File: src/rtl/sgdm_pkg.sv
// Shared types, register codes and fixed-point helpers for the SGD momentum
// weight update block. No dependencies; every other rtl file refers to it by scope.
package sgdm_pkg;

  localparam int DATA_W            = 32;
  localparam int FACT_W            = 32;
  localparam int ELEM_ADDR_W       = 16;
  localparam int PADDR_W           = 5;
  localparam int REG_IDX_W         = 3;
  localparam int HISTORY_DEPTH_DEF = 65536;
  localparam int OUT_BUF_DEPTH     = 16;

  // data-by-factor product, rounded product, widened sum
  localparam int PROD_W = DATA_W + FACT_W + 1;
  localparam int RND_W  = PROD_W - 24;
  localparam int SUM_W  = RND_W + 1;

  localparam logic [REG_IDX_W-1:0] REG_LEARNING_RATE   = 3'd0;
  localparam logic [REG_IDX_W-1:0] REG_MOMENTUM_FACTOR = 3'd1;
  localparam logic [REG_IDX_W-1:0] REG_DECAY_FACTOR    = 3'd2;
  localparam logic [REG_IDX_W-1:0] REG_REG_MODE        = 3'd3;
  localparam logic [REG_IDX_W-1:0] REG_GRAD_SCALE      = 3'd4;

  localparam logic MODE_L2 = 1'b0;
  localparam logic MODE_L1 = 1'b1;

  localparam logic [FACT_W-1:0] GRAD_SCALE_ONE = 32'h0100_0000;

  typedef struct packed {
    logic [FACT_W-1:0] learning_rate;
    logic [FACT_W-1:0] momentum_factor;
    logic [FACT_W-1:0] decay_factor;
    logic              regularization_mode;
    logic [FACT_W-1:0] grad_scale;
  } cfg_t;

  typedef struct packed {
    logic signed [DATA_W-1:0] weight;
    logic signed [DATA_W-1:0] grad;
    logic                     flag;
  } item_t;

  typedef struct packed {
    logic signed [DATA_W-1:0] new_weight;
    logic                     saturated;
  } result_t;

  typedef struct packed {
    logic signed [DATA_W-1:0] value;
    logic                     clip;
  } sat_t;

  // signed Q16.16 times unsigned Q8.24, exact
  function automatic logic signed [PROD_W-1:0] mul_df(input logic signed [DATA_W-1:0] d,
                                                      input logic [FACT_W-1:0] f);
    logic signed [PROD_W-1:0] de;
    logic signed [PROD_W-1:0] fe;
    de = PROD_W'(d);
    fe = PROD_W'($signed({1'b0, f}));
    mul_df = de * fe;
  endfunction

  // back to Q16.16, half rounds up
  function automatic logic signed [RND_W-1:0] rnd_q24(input logic signed [PROD_W-1:0] x);
    logic signed [PROD_W-1:0] y;
    y = x + (PROD_W'(1) <<< 23);
    rnd_q24 = RND_W'(y >>> 24);
  endfunction

  function automatic sat_t sat32(input logic signed [SUM_W-1:0] x);
    sat_t r;
    if (x[SUM_W-1:DATA_W-1] == '0 || x[SUM_W-1:DATA_W-1] == '1) begin
      r.value = x[DATA_W-1:0];
      r.clip  = 1'b0;
    end else if (x[SUM_W-1]) begin
      r.value = {1'b1, {(DATA_W-1){1'b0}}};
      r.clip  = 1'b1;
    end else begin
      r.value = {1'b0, {(DATA_W-1){1'b1}}};
      r.clip  = 1'b1;
    end
    sat32 = r;
  endfunction

endpackage

File: src/rtl/sgdm_cfg.sv
// APB-style register file for the factors and regularization mode.
// Uses sgdm_pkg for the register codes and the cfg_t bundle.
module sgdm_cfg (
  input  logic                           clk,
  input  logic                           rst,
  input  logic                           psel,
  input  logic                           penable,
  input  logic                           pwrite,
  input  logic [sgdm_pkg::PADDR_W-1:0]   paddr,
  input  logic [31:0]                    pwdata,
  output logic [31:0]                    prdata,
  output logic                           pready,
  output sgdm_pkg::cfg_t                 cfg
);

  logic                              wr_en;
  logic [sgdm_pkg::REG_IDX_W-1:0]    idx;

  assign pready = 1'b1;
  assign wr_en  = psel & penable & pwrite & pready;
  assign idx    = paddr[sgdm_pkg::PADDR_W-1:2];

  always_ff @(posedge clk) begin
    if (rst) begin
      cfg.learning_rate       <= '0;
      cfg.momentum_factor     <= '0;
      cfg.decay_factor        <= '0;
      cfg.regularization_mode <= sgdm_pkg::MODE_L2;
      cfg.grad_scale          <= sgdm_pkg::GRAD_SCALE_ONE;
    end else if (wr_en) begin
      unique case (idx)
        sgdm_pkg::REG_LEARNING_RATE:   cfg.learning_rate       <= pwdata;
        sgdm_pkg::REG_MOMENTUM_FACTOR: cfg.momentum_factor     <= pwdata;
        sgdm_pkg::REG_DECAY_FACTOR:    cfg.decay_factor        <= pwdata;
        sgdm_pkg::REG_REG_MODE:        cfg.regularization_mode <= pwdata[0];
        sgdm_pkg::REG_GRAD_SCALE:      cfg.grad_scale          <= pwdata;
        default: ;  // drop writes past the last register
      endcase
    end
  end

  always_comb begin
    unique case (idx)
      sgdm_pkg::REG_LEARNING_RATE:   prdata = cfg.learning_rate;
      sgdm_pkg::REG_MOMENTUM_FACTOR: prdata = cfg.momentum_factor;
      sgdm_pkg::REG_DECAY_FACTOR:    prdata = cfg.decay_factor;
      sgdm_pkg::REG_REG_MODE:        prdata = {31'd0, cfg.regularization_mode};
      sgdm_pkg::REG_GRAD_SCALE:      prdata = cfg.grad_scale;
      default:                       prdata = '0;
    endcase
  end

endmodule

File: config.mk
export PLATFORM = sky130hd
export DESIGN_NAME = sgdm_cfg
export DESIGN_NICKNAME = d
export VERILOG_FILES = /design/src/rtl/sgdm_pkg.sv /design/src/rtl/sgdm_cfg.sv
export SDC_FILE = /design/constraint.sdc
export NUM_CORES = 1
export LEC_CHECK = 0
export BUFFER_PORTS_ARGS = -buffer_cell sky130_fd_sc_hd__buf_2
export CORE_UTILIZATION = 35
export DETAILED_ROUTE_END_ITERATION = 8
export GPL_TIMING_DRIVEN = 0
export SLEW_MARGIN = 20
export SYNTH_ARGS = -nofsm -noshare
export SYNTH_HDL_FRONTEND = slang
export SYNTH_SLANG_ARGS = --single-unit
File: constraint.sdc
create_clock -name clk -period 1.2 [get_ports clk]
set_input_delay 0 -clock clk [delete_from_list [all_inputs] [get_ports clk]]
set_output_delay 0 -clock clk [all_outputs]
set_load 0.05 [all_outputs]
* Yosys cells after proc, flatten, opt, wreduce, memory -nomap -nowiden *
Index checks and enable logic that the tools add are counted.

cells by class
  equality and inequality tests = 4
  mux-type cells = 1
  bitwise gates (word level) = 2
  reductions and logical operators = 6

operators by type and width
  kind                                           count
  one-hot mux 32 bit (5 select lines)            1
  AND reduction 2 bit                            5
  == test 3 x 2 -> 1 bit, second input constant  2
  == test 3 x 1 -> 1 bit, second input constant  1
  == test 3 bit, second input constant           1
  logical NOT 3 bit                              1
  bitwise AND 1 bit                              2

storage, ports and cells
  register bits after elaboration = 129
  output and inout port bits = 162
  input bits = 42
  logic and storage cells = 18

* Longest topological paths before layout *
  depth in word-level cells = 3
  mapped depth = 7
  mapped depth without buffers = 3

* Least setup slack after synthesis *
OpenSTA, ideal clock, no wires.

  path type = register to output
  start = register cfg[33] (netlist bit)
  end = output port prdata[0]
  stages on the path, launching flop included = 4
  arrival = 1,735 ps
  path slack = -535 ps
  path through = dfxtp_1 mux2_2 a22oi_1 o22ai_1

on the way
  longest elaborated chain between the ends = 1

ends and longest elaborated chain
  item                                 line            RTL
  start, declared                      sgdm_cfg.sv:13  output sgdm_pkg::cfg_t cfg
  one-hot mux 32 bit (5 select lines)  sgdm_cfg.sv:43  unique case (idx)
  end, declared                        sgdm_cfg.sv:11  output logic [31:0] prdata,

Every way passes these cells.

* Final worst setup path *
Ends and elaborated chain as after synthesis.

==> out/results.ini <==
[setup_path]
crit_path_cell_trace = mux2_2 -> a22oi_2 -> o22ai_4 -> buf_6
cpPeakStageDelay_ps = 320
cpMaxStageDelayCell = dfxtp_2
critPathLaunchType = register
critPathRequiredTime_ps = 1200
path_max_fanout = 2
critPathKind = register to output port
critPathArrivalTime_ps = 1440
cp-end-kind = output port

[floorplan]
dieArea_sq_um = 18250
rows = 48
die_x_um = 135.1
chipHeight_um = 135.1
ioPinCount = 204
coreArea_sq_um = 17300
initial_core_util_pct = 35.84

[finish]
antennaDiodeCount = 0
finalNetCount = 1072
reg_top3 = cfg x129
largest_reg_flops = 129
drive_gt1_share_pct = 37.10
synthToLayoutAreaGrowth_pct = 48.36
regMostFlops = cfg
n_fill_cell = 1668

[synth]
synth_seq_cells = 129
ys_warn_count = 0
syn-num-nets = 775
synthArstFlopShare_pct = 0
avgSynthCellArea_sq_um = 8.456
synth_ff_type = dfxtp_1
yosysUniqueCellTypes = 31
synth-edff-count = 0
syn-instance-count = 733
netlist_area_sq_um = 6198
yosysSeqAreaShare_pct = 41.66

[placement]
io_buffers = 199
dp_hpwl_mm = 17.15
place_congestion = 0.8274

[drt]
vias_per_cell = 5.311
drc = 0
drt_iter0_drc = 412
dr.pass1.iters = 5
routed-via-count = 6734
antenna_left = 0
wl_per_cell_um = 20.67
wl_mm = 26.21

[global_route]
track_usage_pct = 28.93
grt-busiest-layer = met2
grt_pass1_vias = 6468
gr-usage-met1_pct = 37.48
grtUsageMet3_pct = 7.282
antenna_found_initial = 1
grt_pass1_wl_mm = 38.78
grt_max_degree = 17
grt.met2_usage_pct = 46.47
grt_overflow = 0

[clocking]
clk_latency_ps = 420
root_buffer = clkbuf_16
htreeDepth = 4
cts.sinks = 129
cts_tree = done
clockBufferDepth = 2
cts_buffers = 17
clk_pin_slew_ps = 60

[timing]
setup_viol = 32
finClkSkew_ps = 0
worstMarginPinSlew_ps = 670.4
fmax_mhz = 694.6
tns_ps = -1896
rsz0062_at_grt = true
min_period_over_period_pct = 120.0
final-max-slew-violation-count = 0
relSlewSlack_pct = 55.31
fin_crit_ps = 1440
timing.hold.ws_ps = 56.59
finalHoldViolations = 0
setup_slack_ps = -239.8

[outcome]
status = finished, violations left
violations = setup timing

[worst_hold_path]
hold_path_class = input pin to register

[power_and_ir_drop]
peakVddDrop_mv = 0.9322
leakagePower_nw = 4.120
power_density_nw_per_um2 = 1092

[run]
drv_cap = 0

## through the flow
step	setup slack [ps]	instance area (sq um)	util (%)	std cells	total power, W
global route	-275.0	9196	53.17	1268	0.01035
floorplan	-149.5	6484	-	733	0.004854
detailed placement	-713.9	7761	44.87	1157	0.005242
global placement	-705.2	7761	44.87	1157	0.005239
finish	-239.8	9196	53.17	1268	0.01004
CTS	-276.5	9149	52.89	1267	0.01005
## path summary, 6_finish.rpt
path	end	slack, ps	start	depth (start not counted)
max reg2reg	cfg[23]$_SDFFE_PP0P_	210	cfg[23]$_SDFFE_PP0P_	4
max	prdata[0]	-240	cfg[33]$_SDFFE_PP0P_	4
min reg2reg	cfg[50]$_SDFFE_PP0P_	490	cfg[50]$_SDFFE_PP0P_	2
min	cfg[32]$_SDFFE_PP0P_	60	paddr[2]	4
## critical path: cells and delay by family (launching register included)
family,cells,cell delay (ps)
flops,1,320
compound gates,2,270
mux,1,260
buf+inv,1,170
## layer usage
metal | part of all wire, % | wire length, um
met2 | 47 | 12240
met3 | 8.7 | 2269
met4 | 2.1 | 539
met1 | 43 | 11160
met5 | 0 | 0
## kinds of logic after synthesis
| group | after synthesis | synth area share, % |
|---|---|---|
| AO/OA/AOI/OAI | 226 | 19.58 |
| buffers and inverters | 75 | 5.450 |
| flip-flops | 129 | 41.66 |
| multiplexers | 65 | 10.52 |
| other | 1 | 0.06050 |
| AND/OR/NAND/NOR | 237 | 22.73 |
## synth_stat cells, types with 3 or more instances
library cell,instances,area (sq um)
o21ai_0,152,760.7
mux2i_1,64,640.6
buf_2,12,60.06
buf_6,4,45.04
nor2_1,3,11.26
a21oi_1,34,170.2
o21ai_1,7,35.03
nand2b_1,65,406.6
nand3_1,32,160.2
clkbuf_1,55,206.5
nand3b_1,31,232.7
dfxtp_1,129,2582
nand2_1,31,116.4
o211ai_1,30,225.2
buf_4,3,22.52
nor2b_1,64,400.4
## timing repair
item,in CTS,in global routing
hold buffers,32,0
pin swaps,33,4
gates resized for setup,68,26
endpoints found under the hold margin,129,0
setup endpoints to repair,45,54
setup buffers,45,2
cloned,1,0
## cell type report
type / instances / area, sq um / area share, %
multi-input cells: 529 / 3326 / 36.16
well taps: 225 / 281.5 / 3.061
clock inverters: 12 / 93.84 / 1.020
plain buffers: 75 / 475.5 / 5.170
repair buffers: 278 / 1770 / 19.25
clock buffers: 20 / 436.7 / 4.748
flip-flops and latches: 129 / 2813 / 30.59
## where the power goes
part / total, W / internal [W] / switching [W]
logic: 0.00110 / 0.000377 / 0.000725
clock network: 0.00473 / 0.00281 / 0.00192
registers: 0.00421 / 0.00419 / 0.0000228
## cell usage in the layout (no fill, tap or decap), types with 2 or more instances in the layout
cell type,instances
clkinv_2,5
a21oi_1,33
buf_2,175
buf_6,10
clkinv_1,2
o21ai_0,152
clkbuf_8,8
nor2b_1,63
clkbuf_1,37
clkbuf_2,9
dfxtp_2,4
nand4_1,2
dfxtp_4,60
o211ai_1,30
dlygate4sd3_1,32
nor2_1,2
dfxtp_1,65
clkinvlp_4,3
nand2_1,31
nand2b_1,65
nand3b_1,31
clkbuf_4,4
nand3_1,32
clkbuf_16,17
buf_4,78
o21ai_1,7
mux2i_1,64
(Power assumes the default switching activity.)
