===== src/rtl/sgdm_pkg.sv =====
// Shared types, register codes and fixed-point helpers for the SGD momentum
// weight update block. No dependencies; every other rtl file refers to it by scope.
package sgdm_pkg;

  localparam int DATA_W            = 32;
  localparam int FACT_W            = 32;
  localparam int ELEM_ADDR_W       = 16;
  localparam int PADDR_W           = 5;
  localparam int REG_IDX_W         = 3;
  localparam int HISTORY_DEPTH_DEF = 65536;
  localparam int OUT_BUF_DEPTH     = 16;

  // data-by-factor product, rounded product, widened sum
  localparam int PROD_W = DATA_W + FACT_W + 1;
  localparam int RND_W  = PROD_W - 24;
  localparam int SUM_W  = RND_W + 1;

  localparam logic [REG_IDX_W-1:0] REG_LEARNING_RATE   = 3'd0;
  localparam logic [REG_IDX_W-1:0] REG_MOMENTUM_FACTOR = 3'd1;
  localparam logic [REG_IDX_W-1:0] REG_DECAY_FACTOR    = 3'd2;
  localparam logic [REG_IDX_W-1:0] REG_REG_MODE        = 3'd3;
  localparam logic [REG_IDX_W-1:0] REG_GRAD_SCALE      = 3'd4;

  localparam logic MODE_L2 = 1'b0;
  localparam logic MODE_L1 = 1'b1;

  localparam logic [FACT_W-1:0] GRAD_SCALE_ONE = 32'h0100_0000;

  typedef struct packed {
    logic [FACT_W-1:0] learning_rate;
    logic [FACT_W-1:0] momentum_factor;
    logic [FACT_W-1:0] decay_factor;
    logic              regularization_mode;
    logic [FACT_W-1:0] grad_scale;
  } cfg_t;

  typedef struct packed {
    logic signed [DATA_W-1:0] weight;
    logic signed [DATA_W-1:0] grad;
    logic                     flag;
  } item_t;

  typedef struct packed {
    logic signed [DATA_W-1:0] new_weight;
    logic                     saturated;
  } result_t;

  typedef struct packed {
    logic signed [DATA_W-1:0] value;
    logic                     clip;
  } sat_t;

  // signed Q16.16 times unsigned Q8.24, exact
  function automatic logic signed [PROD_W-1:0] mul_df(input logic signed [DATA_W-1:0] d,
                                                      input logic [FACT_W-1:0] f);
    logic signed [PROD_W-1:0] de;
    logic signed [PROD_W-1:0] fe;
    de = PROD_W'(d);
    fe = PROD_W'($signed({1'b0, f}));
    mul_df = de * fe;
  endfunction

  // back to Q16.16, half rounds up
  function automatic logic signed [RND_W-1:0] rnd_q24(input logic signed [PROD_W-1:0] x);
    logic signed [PROD_W-1:0] y;
    y = x + (PROD_W'(1) <<< 23);
    rnd_q24 = RND_W'(y >>> 24);
  endfunction

  function automatic sat_t sat32(input logic signed [SUM_W-1:0] x);
    sat_t r;
    if (x[SUM_W-1:DATA_W-1] == '0 || x[SUM_W-1:DATA_W-1] == '1) begin
      r.value = x[DATA_W-1:0];
      r.clip  = 1'b0;
    end else if (x[SUM_W-1]) begin
      r.value = {1'b1, {(DATA_W-1){1'b0}}};
      r.clip  = 1'b1;
    end else begin
      r.value = {1'b0, {(DATA_W-1){1'b1}}};
      r.clip  = 1'b1;
    end
    sat32 = r;
  endfunction

endpackage


===== src/rtl/sgdm_out_buf.sv =====
// Result buffer and credit counter: the pipeline never waits on the result side, so
// input is taken only while every item in flight has a slot waiting. Uses sgdm_pkg::result_t.
module sgdm_out_buf (
  input  logic                 clk,
  input  logic                 rst,
  input  logic                 in_accept,
  input  logic                 push,
  input  sgdm_pkg::result_t    push_data,
  input  logic                 out_ready,
  output logic                 out_valid,
  output sgdm_pkg::result_t    out_data,
  output logic                 credit_ok
);

  localparam int DEPTH = sgdm_pkg::OUT_BUF_DEPTH;
  localparam int PTR_W = $clog2(DEPTH);
  localparam int OCC_W = $clog2(DEPTH + 1);

  sgdm_pkg::result_t  buf_mem [DEPTH];
  logic [PTR_W:0]     wr_ptr;
  logic [PTR_W:0]     rd_ptr;
  logic [OCC_W-1:0]   occ;
  logic [OCC_W-1:0]   occ_next;
  logic               out_accept;

  assign out_valid  = wr_ptr != rd_ptr;
  assign out_data   = buf_mem[rd_ptr[PTR_W-1:0]];
  assign out_accept = out_valid & out_ready;
  assign credit_ok  = occ != OCC_W'(DEPTH);

  always_comb begin
    unique case ({in_accept, out_accept})
      2'b10:   occ_next = occ + 1'b1;
      2'b01:   occ_next = occ - 1'b1;
      default: occ_next = occ;
    endcase
  end

  always_ff @(posedge clk) begin
    if (rst) begin
      wr_ptr <= '0;
      rd_ptr <= '0;
      occ    <= '0;
    end else begin
      if (push)       wr_ptr <= wr_ptr + 1'b1;
      if (out_accept) rd_ptr <= rd_ptr + 1'b1;
      occ <= occ_next;
    end
  end

  always_ff @(posedge clk) begin
    if (push) buf_mem[wr_ptr[PTR_W-1:0]] <= push_data;
  end

endmodule


===== config.mk =====
export PLATFORM = sky130hd
export DESIGN_NAME = sgdm_out_buf
export DESIGN_NICKNAME = d
export VERILOG_FILES = /design/src/rtl/sgdm_pkg.sv /design/src/rtl/sgdm_out_buf.sv
export SDC_FILE = /design/constraint.sdc
export NUM_CORES = 1
export LEC_CHECK = 0
export CAP_MARGIN = 10
export CELL_PAD_IN_SITES_DETAIL_PLACEMENT = 0
export CELL_PAD_IN_SITES_GLOBAL_PLACEMENT = 1
export CORE_UTILIZATION = 61
export CTS_CLUSTER_SIZE = 12
export DETAILED_ROUTE_END_ITERATION = 6
export DONT_BUFFER_PORTS = 1
export PLACE_DENSITY_LB_ADDON = 0.12
export SYNTH_ARGS = -nofsm -noshare
export SYNTH_HDL_FRONTEND = slang
export SYNTH_SLANG_ARGS = --single-unit
export TNS_END_PERCENT = 10

===== constraint.sdc =====
create_clock -name clk -period 5 [get_ports clk]
set_clock_uncertainty 0.05 [all_clocks]
set_input_delay 1 -clock clk [delete_from_list [all_inputs] [get_ports clk]]
set_output_delay 1 -clock clk [all_outputs]
set_load 0.05 [all_outputs]

== Yosys cells after proc, flatten, opt, wreduce, memory -nomap -nowiden ==
Memory sizes are Yosys's and may differ from the RTL's. A register that Yosys moved wholly into a read port is not among the register bits.
Cells that the tools add are included.
Widths: inputs -> output; s select.
Operators by class
  reduce and logical (&&, ||, !) cells: 1
  $mul: 0
  bitwise logic cells: 1
  add/subtract/negate cells: 4
  multiplexer cells: 5
  equality and inequality tests: 4
  $lt $le $gt $ge: 0
  div/mod/pow operators: 0
  shifts and indexed selects: 0
Operators by type and width (count)
  $add 5x1->5 const B: 3
  $pmux 5 s2: 1
  $mux 4: 2
  $ne 5x5->1: 1
  $ne 5x5->1 const B: 1
  $sub 5x1->5 const B: 1
  $eq 2x1->1 const B: 1
  $eq 2x2->1 const B: 1
  $mux 1: 2
  $reduce_bool 2->1: 1
  $and 1x1->1: 1
Word-level totals
  logic and storage cells: 19
  bits in registers: 15
  memories kept: 1
  bits in latches: 0
  memory bits (writable): 528
  memory bits (read-only): 0
  input port bits: 38
  output and inout bits: 35
Memory list
  buf_mem: depth 16, width 33, read ports 1, clocked after Yosys merged registers in 1, wr ports 1, line sgdm_out_buf.sv:19  | sgdm_pkg::result_t buf_mem [DEPTH];

== Longest topological paths before layout ==
Gate-level depths: netlist of the first run.
  depth after elaboration: 4
  gate-level depth with buffers: 12
  depth with buffers taken out: 10

== Least setup slack after synthesis of the first run ==
Ideal clock, no wire load.
  kind: register -> output
  from: reg with a tool-made name
  to: out out_data[10] (netlist name)
  data arrival time: 1.970 ns
  path buffers: 3
  slack: 1.980 ns
  stages on the path, launching flop included: 6
  cells stage by stage: dfxtp_1 -> clkbuf_1 -> buf_2 -> clkbuf_1 -> mux4_2 -> mux4_2
RTL lines
  end: declaration: line sgdm_out_buf.sv:11  | output sgdm_pkg::result_t out_data,

==> impl_summary.log, run 1 <==
[metrics] outcome: completed
[metrics] startpoint of the tightest hold check path: rst
[metrics] transition time of the tightest slew-check pin: 0.896 ns
[metrics] sequential-to-total area share from yosys stat: 77.4%
[metrics] number of nets in the layout: 954
[metrics] detailed-route wire length per cell: 29.6 um
[metrics] Die Y: 187 um
[metrics] Resize count post-CTS: 0
[metrics] arithmetic-cell share of the synthesized area counting full adders, half adders and majority gates: 0.537%
[metrics] leakage power summed over all cells: 7.09 nW
[metrics] area enclosed by the die boundary: 35100 um2
[metrics] multiplexer share of the synthesized area: 18.1%
[metrics] Ant. Diodes: 0
[metrics] final instance count without filler cells: 1388
[metrics] Final setup violation count: 0
[metrics] required time at the worst-slack endpoint: 3.95 ns
[metrics] Fmax achieved: 0.245 GHz
[metrics] Gate Count Post-Synth: 873
[metrics] proportion of layout cells with a drive suffix above 1: 29.1%
[metrics] crit start category: flip-flop
[metrics] gp weighted congestion: 0.744
[metrics] Antenna Nets Post-Route: 0
[metrics] final hold violations: 0
[metrics] Hold WS: 0.421 ns
[metrics] number of DRC markers in iteration 0: 896
[metrics] number of flops mapped to enable cells by yosys: 528
[metrics] startpoint-to-endpoint class of the critical path: reg -> out
[metrics] share of the synthesized netlist area taken by xor and xnor gates: 0.501%
[metrics] synth-to-layout area growth: 10.2%
[metrics] Compound-Gate Fraction of Synth Area: 0.566%
[metrics] vias in the first global route: 9742
[metrics] smallest setup slack after layout: 0.920 ns
[metrics] pin count of the biggest net entering global routing: 55
[metrics] Clock Latency Late Sink: 0.59 ns
[metrics] ordered cell list for the critical path: buf_4, mux4_2, mux4_2
[metrics] synthesized area per cell: 24.0 um2
[metrics] number of warnings issued by yosys: 0
[metrics] cell with the largest stage delay on the worst path: dfxtp_4
[metrics] Overflow after GRT: 0
[metrics] Hold-fix buffers, CTS: 0
[metrics] Final TNS setup: 0 ns
[metrics] number of placed instances with taps included: 1299
[metrics] Period Utilization, post-route: 81.6%
[metrics] max-slew violation count: 0
[metrics] area of the mapped netlist: 21000 um2
[metrics] Max Cap Viol: 0
[metrics] H-tree levels: 2
[metrics] RSZ-0062 raised after global routing: false
[metrics] Horiz. Die Dim: 187 um
[metrics] most frequent cells in the layout: edfxtp_1, mux4_2, clkbuf_16
[metrics] worst voltage drop across the vdd grid: 0.417 mV
[metrics] category of cells accounting for the largest share of critical-path delay: multiplexers
[metrics] core region area: 33700 um2
[metrics] most common cell after layout, fill and taps aside: edfxtp_1
[metrics] power density relative to cell area: 437 nW/um2
[metrics] post-synthesis share of cell area spent on and, or, nand and nor gates: 1.65%
[metrics] worst-path fanout max: 52
[metrics] Final HPWL DP: 21300 um
[metrics] count of fill cells added during filler insertion: 1993
[metrics] CTS clock-pin slew for the worst setup and hold paths: 0.06 ns
[metrics] number of nets in the synthesized netlist: 920
[metrics] post-CTS repair timing setup buffer count: 0
[metrics] Remaining DRCs: 0
[metrics] worst path arrival time: 3.03 ns
[metrics] CP max stage delay: 0.87 ns
[metrics] total detailed-routing wirelength: 41100 um
[metrics] first-pass GRT wire length: 61100 um
[metrics] relative max-transition margin: 40.3%
[metrics] IO buf count: 0
[metrics] CTS tree: built
[metrics] initial core utilization: 62.3%
[metrics] total via count after detailed routing: 9051
[metrics] total iterations of the first detailed-routing run: 6
[metrics] Seq cells post-synth: 547
[metrics] CTS Buf Count: 54
[metrics] gr usage total: 24.4%
[metrics] number of unique standard cell types used by synthesis: 39
[metrics] combined buffer and inverter count along the critical path: 1
[metrics] reg-to-reg startpoint: wr_ptr[0]
[metrics] number of antenna violations at the first check in global routing: 0
[metrics] number of placement rows: 67
[metrics] Crit. End Element: primary output
[metrics] I/O pin total: 73
[metrics] clk root buf: clkbuf_16
[metrics] via density per instance: 6.52
[metrics] most used cell along the critical path: mux4_2
[metrics] largest buffer count on any clock path: 3
[metrics] proportion of register bits with asynchronous set or reset after synthesis: 0%
[metrics] worst setup slack after placement: 1.51 ns
[metrics] hold crit path type: in -> reg
[metrics] clock sink total: 547
[metrics] final standard cell area without fillers: 23100 um2
[metrics] fin crit period: 4.08 ns
[metrics] ys flop type: edfxtp_1
[metrics] dominant combinational cell family by area after synthesis: multiplexers
[metrics] placement-stage cell area: 21600 um2
state kept, by name, summed over array words and instances, names as in the netlist, named ones only:
| register | cells |
|---|---|
| buf_mem | 528 |
| occ | 5 |
| rd_ptr | 5 |
| wr_ptr | 5 |
kinds of logic (layout without fill, tap and decap cells):
kind of cell / after synthesis / after routing
DFF: 547 / 547
muxes: 172 / 172
and+or+nand+nor: 63 / 63
buffers and inverters: 52 / 119
AOI/OAI and AO/OA: 18 / 18
xor gates and xnor gates: 12 / 12
adders and majority gates: 9 / 9
layer usage:
layer	vias up	routed length, um	track usage (%)
met1	4877	16000	32.2
met3	67	3040	6.36
li1	3788	-	-
met5	-	0	0
met4	0	816	7.16
met2	319	21300	40.8
through the flow:
stage	utilization (%)	power, mW
3_5_place_dp	64.0	6.53
5_1_grt	68.6	10.4
4_1_cts	68.6	10.2
6_report	68.6	10.1
3_3_place_gp	64.0	6.50
2_1_floorplan	-	6.35
final timing paths:
path | to | slack [ns] | cells past startpoint
setup / recovery | out_data[28] | 0.92 | 3
hold / removal | occ[2] | 0.42 | 1
setup reg to reg | occ[2] | 1.97 | 10
hold reg to reg | flip-flop | 0.50 | 2
where the power goes:
part	total, mW	internal, mW	switching (mW)
Clock	3.68	2.12	1.56
Combinational	1.22	0.554	0.669
Sequential	5.20	5.10	0.0940
Total	10.1	7.77	2.32
layout make-up:
class / instances / area [um2] / area share (%)
Sequential cell: 547 / 16200 / 70.2
Multi-Input combinational cell: 274 / 4490 / 19.4
Clock buffer: 79 / 1510 / 6.52
Tap cell: 448 / 561 / 2.42
Timing Repair Buffer: 24 / 230 / 0.995
Clock inverter: 10 / 70.1 / 0.303
Inverter: 6 / 22.5 / 0.0974
synth_stat cells, drive strengths merged (3+ instances only):
cell / instances / area [um2]
nor2: 13 / 48.8
nand2: 9 / 33.8
edfxtp: 528 / 15900
nand4: 4 / 25.0
mux4: 165 / 3720
mux2i: 3 / 30.0
xor2: 10 / 87.6
nor3: 3 / 15.0
buf: 26 / 174
inv: 6 / 22.5
a21oi: 7 / 35.0
mux2: 4 / 45.0
ha: 9 / 113
nor2b: 3 / 18.8
and2: 16 / 100
clkbuf: 20 / 76.3
dfxtp: 19 / 380
No activity file was read; power rests on OpenSTA's default activity.
==> inputs of run 2 (changes only) <==
--- a/config.mk
+++ b/config.mk
@@ -5,10 +5,11 @@
 export SDC_FILE = /design/constraint.sdc
 export NUM_CORES = 1
 export LEC_CHECK = 0
+export ABC_AREA = 1
 export CAP_MARGIN = 10
 export CELL_PAD_IN_SITES_DETAIL_PLACEMENT = 0
 export CELL_PAD_IN_SITES_GLOBAL_PLACEMENT = 1
-export CORE_UTILIZATION = 61
+export CORE_UTILIZATION = 47
 export CTS_CLUSTER_SIZE = 12
 export DETAILED_ROUTE_END_ITERATION = 6
 export DONT_BUFFER_PORTS = 1
==> constraint.sdc (replaced) <==
create_clock -name clk -period 3.6 [get_ports clk]
set_clock_uncertainty 0.05 [all_clocks]
set_input_delay 0.72 -clock clk [delete_from_list [all_inputs] [get_ports clk]]
set_output_delay 0.72 -clock clk [all_outputs]
set_load 0.05 [all_outputs]
==> run 2 against run 1 <==
Against the previous run: worst setup slack got worse by 0.62 ns; first-iteration DRC count increased by 5.9%; die area is 41% higher; non-clock buffer count increased by 40; total power increased by 42%; wire length grew 25%; critical path depth rose by 3; synthesized cell count increased by 110%; combinational power is 55% higher; global-route usage is 3.3 points lower; sequential power rose by 37%; largest cell class unchanged; hold slack got worse by 0.29 ns.
==> impl_summary.log, run 2 <==
[metrics] placement-stage cell area: 23800 um2 (+11%)
[metrics] Hold-fix buffers, CTS: 0 (unchanged)
[metrics] worst voltage drop across the vdd grid: 0.432 mV (+3.7%)
[metrics] Compound-Gate Fraction of Synth Area: 11.4% (+11 points)
[metrics] H-tree levels: 2 (unchanged)
[metrics] area of the mapped netlist: 22900 um2 (+8.9%)
[metrics] Hold WS: 0.129 ns (-0.292 ns)
[metrics] power density relative to cell area: 563 nW/um2 (+29%)
[metrics] CTS tree: built
[metrics] initial core utilization: 47.8% (-15 points)
[metrics] post-CTS repair timing setup buffer count: 0 (unchanged)
[metrics] synth-to-layout area growth: 11.6%
[metrics] most frequent cells in the layout: edfxtp_1, inv_1, nand3_1
[metrics] Period Utilization, post-route: 91.7%
[metrics] largest buffer count on any clock path: 3 (unchanged)
[metrics] final standard cell area without fillers: 25500 um2 (+10%)
[metrics] outcome: completed
[metrics] arithmetic-cell share of the synthesized area counting full adders, half adders and majority gates: 0.493% (-0.044 points)
[metrics] synthesized area per cell: 12.5 um2 (-48%)
[metrics] ordered cell list for the critical path: buf_12, buf_12, o211ai_1, nand3_1, nand3_1, nand2_1
[metrics] most common cell after layout, fill and taps aside: edfxtp_1
[metrics] cell with the largest stage delay on the worst path: dfxtp_4
[metrics] total via count after detailed routing: 13300 (+47%)
[metrics] I/O pin total: 73 (unchanged)
[metrics] first-pass GRT wire length: 78300 um (+28%)
[metrics] clock sink total: 547 (unchanged)
[metrics] gp weighted congestion: 0.721 (-3.0%)
[metrics] number of placed instances with taps included: 2397 (+85%)
[metrics] number of unique standard cell types used by synthesis: 28 (-28%)
[metrics] proportion of register bits with asynchronous set or reset after synthesis: 0% (unchanged)
[metrics] area share of the leading cell type in the synthesized netlist: 69.4% (-6.2 points)
[metrics] ys flop type: edfxtp_1
[metrics] Overflow after GRT: 0 (unchanged)
[metrics] FF+latch area: 16200 um2 (about the same)
[metrics] synth top area cells: edfxtp_1, inv_1, nand3_1
[metrics] relative max-transition margin: 42.4% (+2.2 points)
[metrics] Final HPWL DP: 26400 um (+24%)
[metrics] number of antenna violations at the first check in global routing: 0 (unchanged)
[metrics] hold crit path type: in -> reg
[metrics] cell taking the most area after synthesis: edfxtp_1
[metrics] number of placement rows: 80 (+19%)
[metrics] number of warnings issued by yosys: 0 (unchanged)
[metrics] detailed-route wire length per cell: 20.5 um (-31%)
[metrics] gr usage total: 21.1% (-3.3 points)
[metrics] total iterations of the first detailed-routing run: 4 (-2)
[metrics] Final TNS setup: 0 ns (unchanged)
[metrics] number of cells on the worst hold path: 1 (unchanged)
[metrics] Gate Count Post-Synth: 1828 (+110%)
[metrics] max-slew violation count: 0 (unchanged)
[metrics] top post-synthesis cells by count: edfxtp_1, inv_1, nand3_1, nand2_1, a21oi_1
[metrics] number of nets in the synthesized netlist: 1875 (+100%)
[metrics] max FFs per register: 528 (unchanged)
[metrics] share of the synthesized netlist area taken by xor and xnor gates: 0.268% (-0.23 points)
[metrics] Antenna Nets Post-Route: 0 (unchanged)
[metrics] crit start category: flip-flop
[metrics] sequential-to-total area share from yosys stat: 71.1% (-6.3 points)
[metrics] Final setup violation count: 0 (unchanged)
[metrics] required time at the worst-slack endpoint: 2.83 ns (-1.12 ns)
[metrics] final hold violations: 0 (unchanged)
[metrics] vias in the first global route: 12800 (+32%)
[metrics] area enclosed by the die boundary: 49500 um2 (+41%)
[metrics] number of flops mapped to enable cells by yosys: 528 (unchanged)
[metrics] RSZ-0062 raised after global routing: false
[metrics] core region area: 47800 um2 (+42%)
[metrics] fin crit period: 3.30 ns
[metrics] capture endpoint of the worst hold path: rd_ptr[4]
[metrics] worst path arrival time: 2.53 ns (-0.50 ns)
[metrics] multi-input gate area in the final layout: 4940 um2 (+10%)
[metrics] Max Cap Viol: 0 (unchanged)
[metrics] Ant. Diodes: 0 (unchanged)
[metrics] CTS clock-pin slew for the worst setup and hold paths: 0.06 ns (about the same)
[metrics] IO buf count: 0 (unchanged)
[metrics] via density per instance: 5.33 (-18%)
[metrics] Resize count post-CTS: 0 (unchanged)
[metrics] total detailed-routing wirelength: 51200 um (+25%)
[metrics] pin count of the biggest net entering global routing: 126 (+130%)
[metrics] end of the worst register-to-register path: occ[4]
[metrics] CP max stage delay: 0.59 ns (-0.28 ns)
[metrics] Fmax achieved: 0.303 GHz
[metrics] clk root buf: clkbuf_16
[metrics] number of DRC markers in iteration 0: 949 (+5.9%)
[metrics] Clock Latency Late Sink: 0.60 ns (about the same)
[metrics] reg-to-reg startpoint: wr_ptr[1]
[metrics] post-synthesis share of cell area spent on and, or, nand and nor gates: 8.93% (+7.3 points)
[metrics] worst-path fanout max: 70 (+35%)
[metrics] dominant combinational cell family by area after synthesis: compound AO/OA/AOI/OAI gates
[metrics] count of fill cells added during filler insertion: 4059 (+100%)
[metrics] Remaining DRCs: 0 (unchanged)
[metrics] transition time of the tightest slew-check pin: 0.861 ns (-0.0345 ns)
[metrics] Reg2Reg Depth: 19 (+9)
[metrics] cell with the most instances after synthesis: edfxtp_1
[metrics] Die Y: 222 um (+19%)
[metrics] leakage power summed over all cells: 9.00 nW (+27%)
[metrics] proportion of layout cells with a drive suffix above 1: 12.2% (-17 points)
[metrics] startpoint-to-endpoint class of the critical path: reg -> out
[metrics] CTS Buf Count: 57 (+5.6%)
[metrics] multiplexer share of the synthesized area: 0% (-18 points)
[metrics] Seq cells post-synth: 547 (unchanged)
[metrics] final instance count without filler cells: 2499 (+80%)
[metrics] Horiz. Die Dim: 222 um (+19%)
[metrics] startpoint of the tightest hold check path: rst
[metrics] flop-to-flop setup slack: 0.99 ns (-0.98 ns)
[metrics] number of nets in the layout: 1888 (+98%)
[metrics] Crit. End Element: primary output
[metrics] fraction of the core area covered by cells at the end of the flow: 53.3% (-15 points)
## run 2: through the flow
step / power (mW) / worst slack, ns
after floorplan: 8.79 / 0.561
after global placement: 9.16 / 0.950
after detailed placement: 9.18 / 0.921
after CTS: 14.5 / 0.257
after global routing: 14.9 / 0.116
final: 14.4 / 0.300
## run 2: how the worst max path moves through the flow
| stage | from | to | slack [ns] | depth (start not counted) |
|---|---|---|---|---|
| 3_3_place_gp | flip-flop | out_data[13] | 0.95 | 6 |
| 2_1_floorplan | push | buf_mem[15][0] | 0.56 | 3 |
| 5_1_grt | flip-flop | out_data[13] | 0.12 | 6 |
| 3_5_place_dp | flip-flop | out_data[12] | 0.92 | 6 |
| 4_1_cts | flip-flop | out_data[12] | 0.26 | 6 |
| 6_report | flip-flop | out_data[12] | 0.30 | 6 |
## run 2: logic make-up after synthesis
group                    count (synthesis)
adder cells (fa/ha/maj)                  9
XOR/XNOR                                 7
AND/OR/NAND/NOR                        449
AO/OA/AOI/OAI                          415
buffers and inverters                  401
flip-flops                             547
## run 2: worst max-delay path: cells and delay by family (launching register included)
family	cells	cell delay [ns]
buffers and inverters	2	0.53
and+or+nand+nor	3	0.61
AOI/OAI and AO/OA	1	0.14
DFF	1	0.59
## run 2: final cells by class
| class | count | share of cell area, % |
|---|---|---|
| Clock buffer | 80 | 6.10 |
| Tap cell | 615 | 3.02 |
| Inverter | 291 | 4.28 |
| Multi-Input combinational cell | 880 | 19.4 |
| Timing Repair Buffer | 64 | 3.06 |
| Clock inverter | 22 | 0.407 |
| Sequential cell | 547 | 63.7 |
## run 2: report_power, final
group	total, mW	internal, mW	switching, mW	leakage, nW
clock network	5.33	2.98	2.35	0.805
logic	1.89	0.574	1.32	3.26
registers	7.14	7.07	0.0690	4.93
total	14.4	10.6	3.73	9.00
## run 2: per-layer routing
layer	track usage [%]	share of wire, %
met3	3.86	4.7
met2	34.8	47
met4	4.85	1.8
met5	0	0
met1	29.1	46
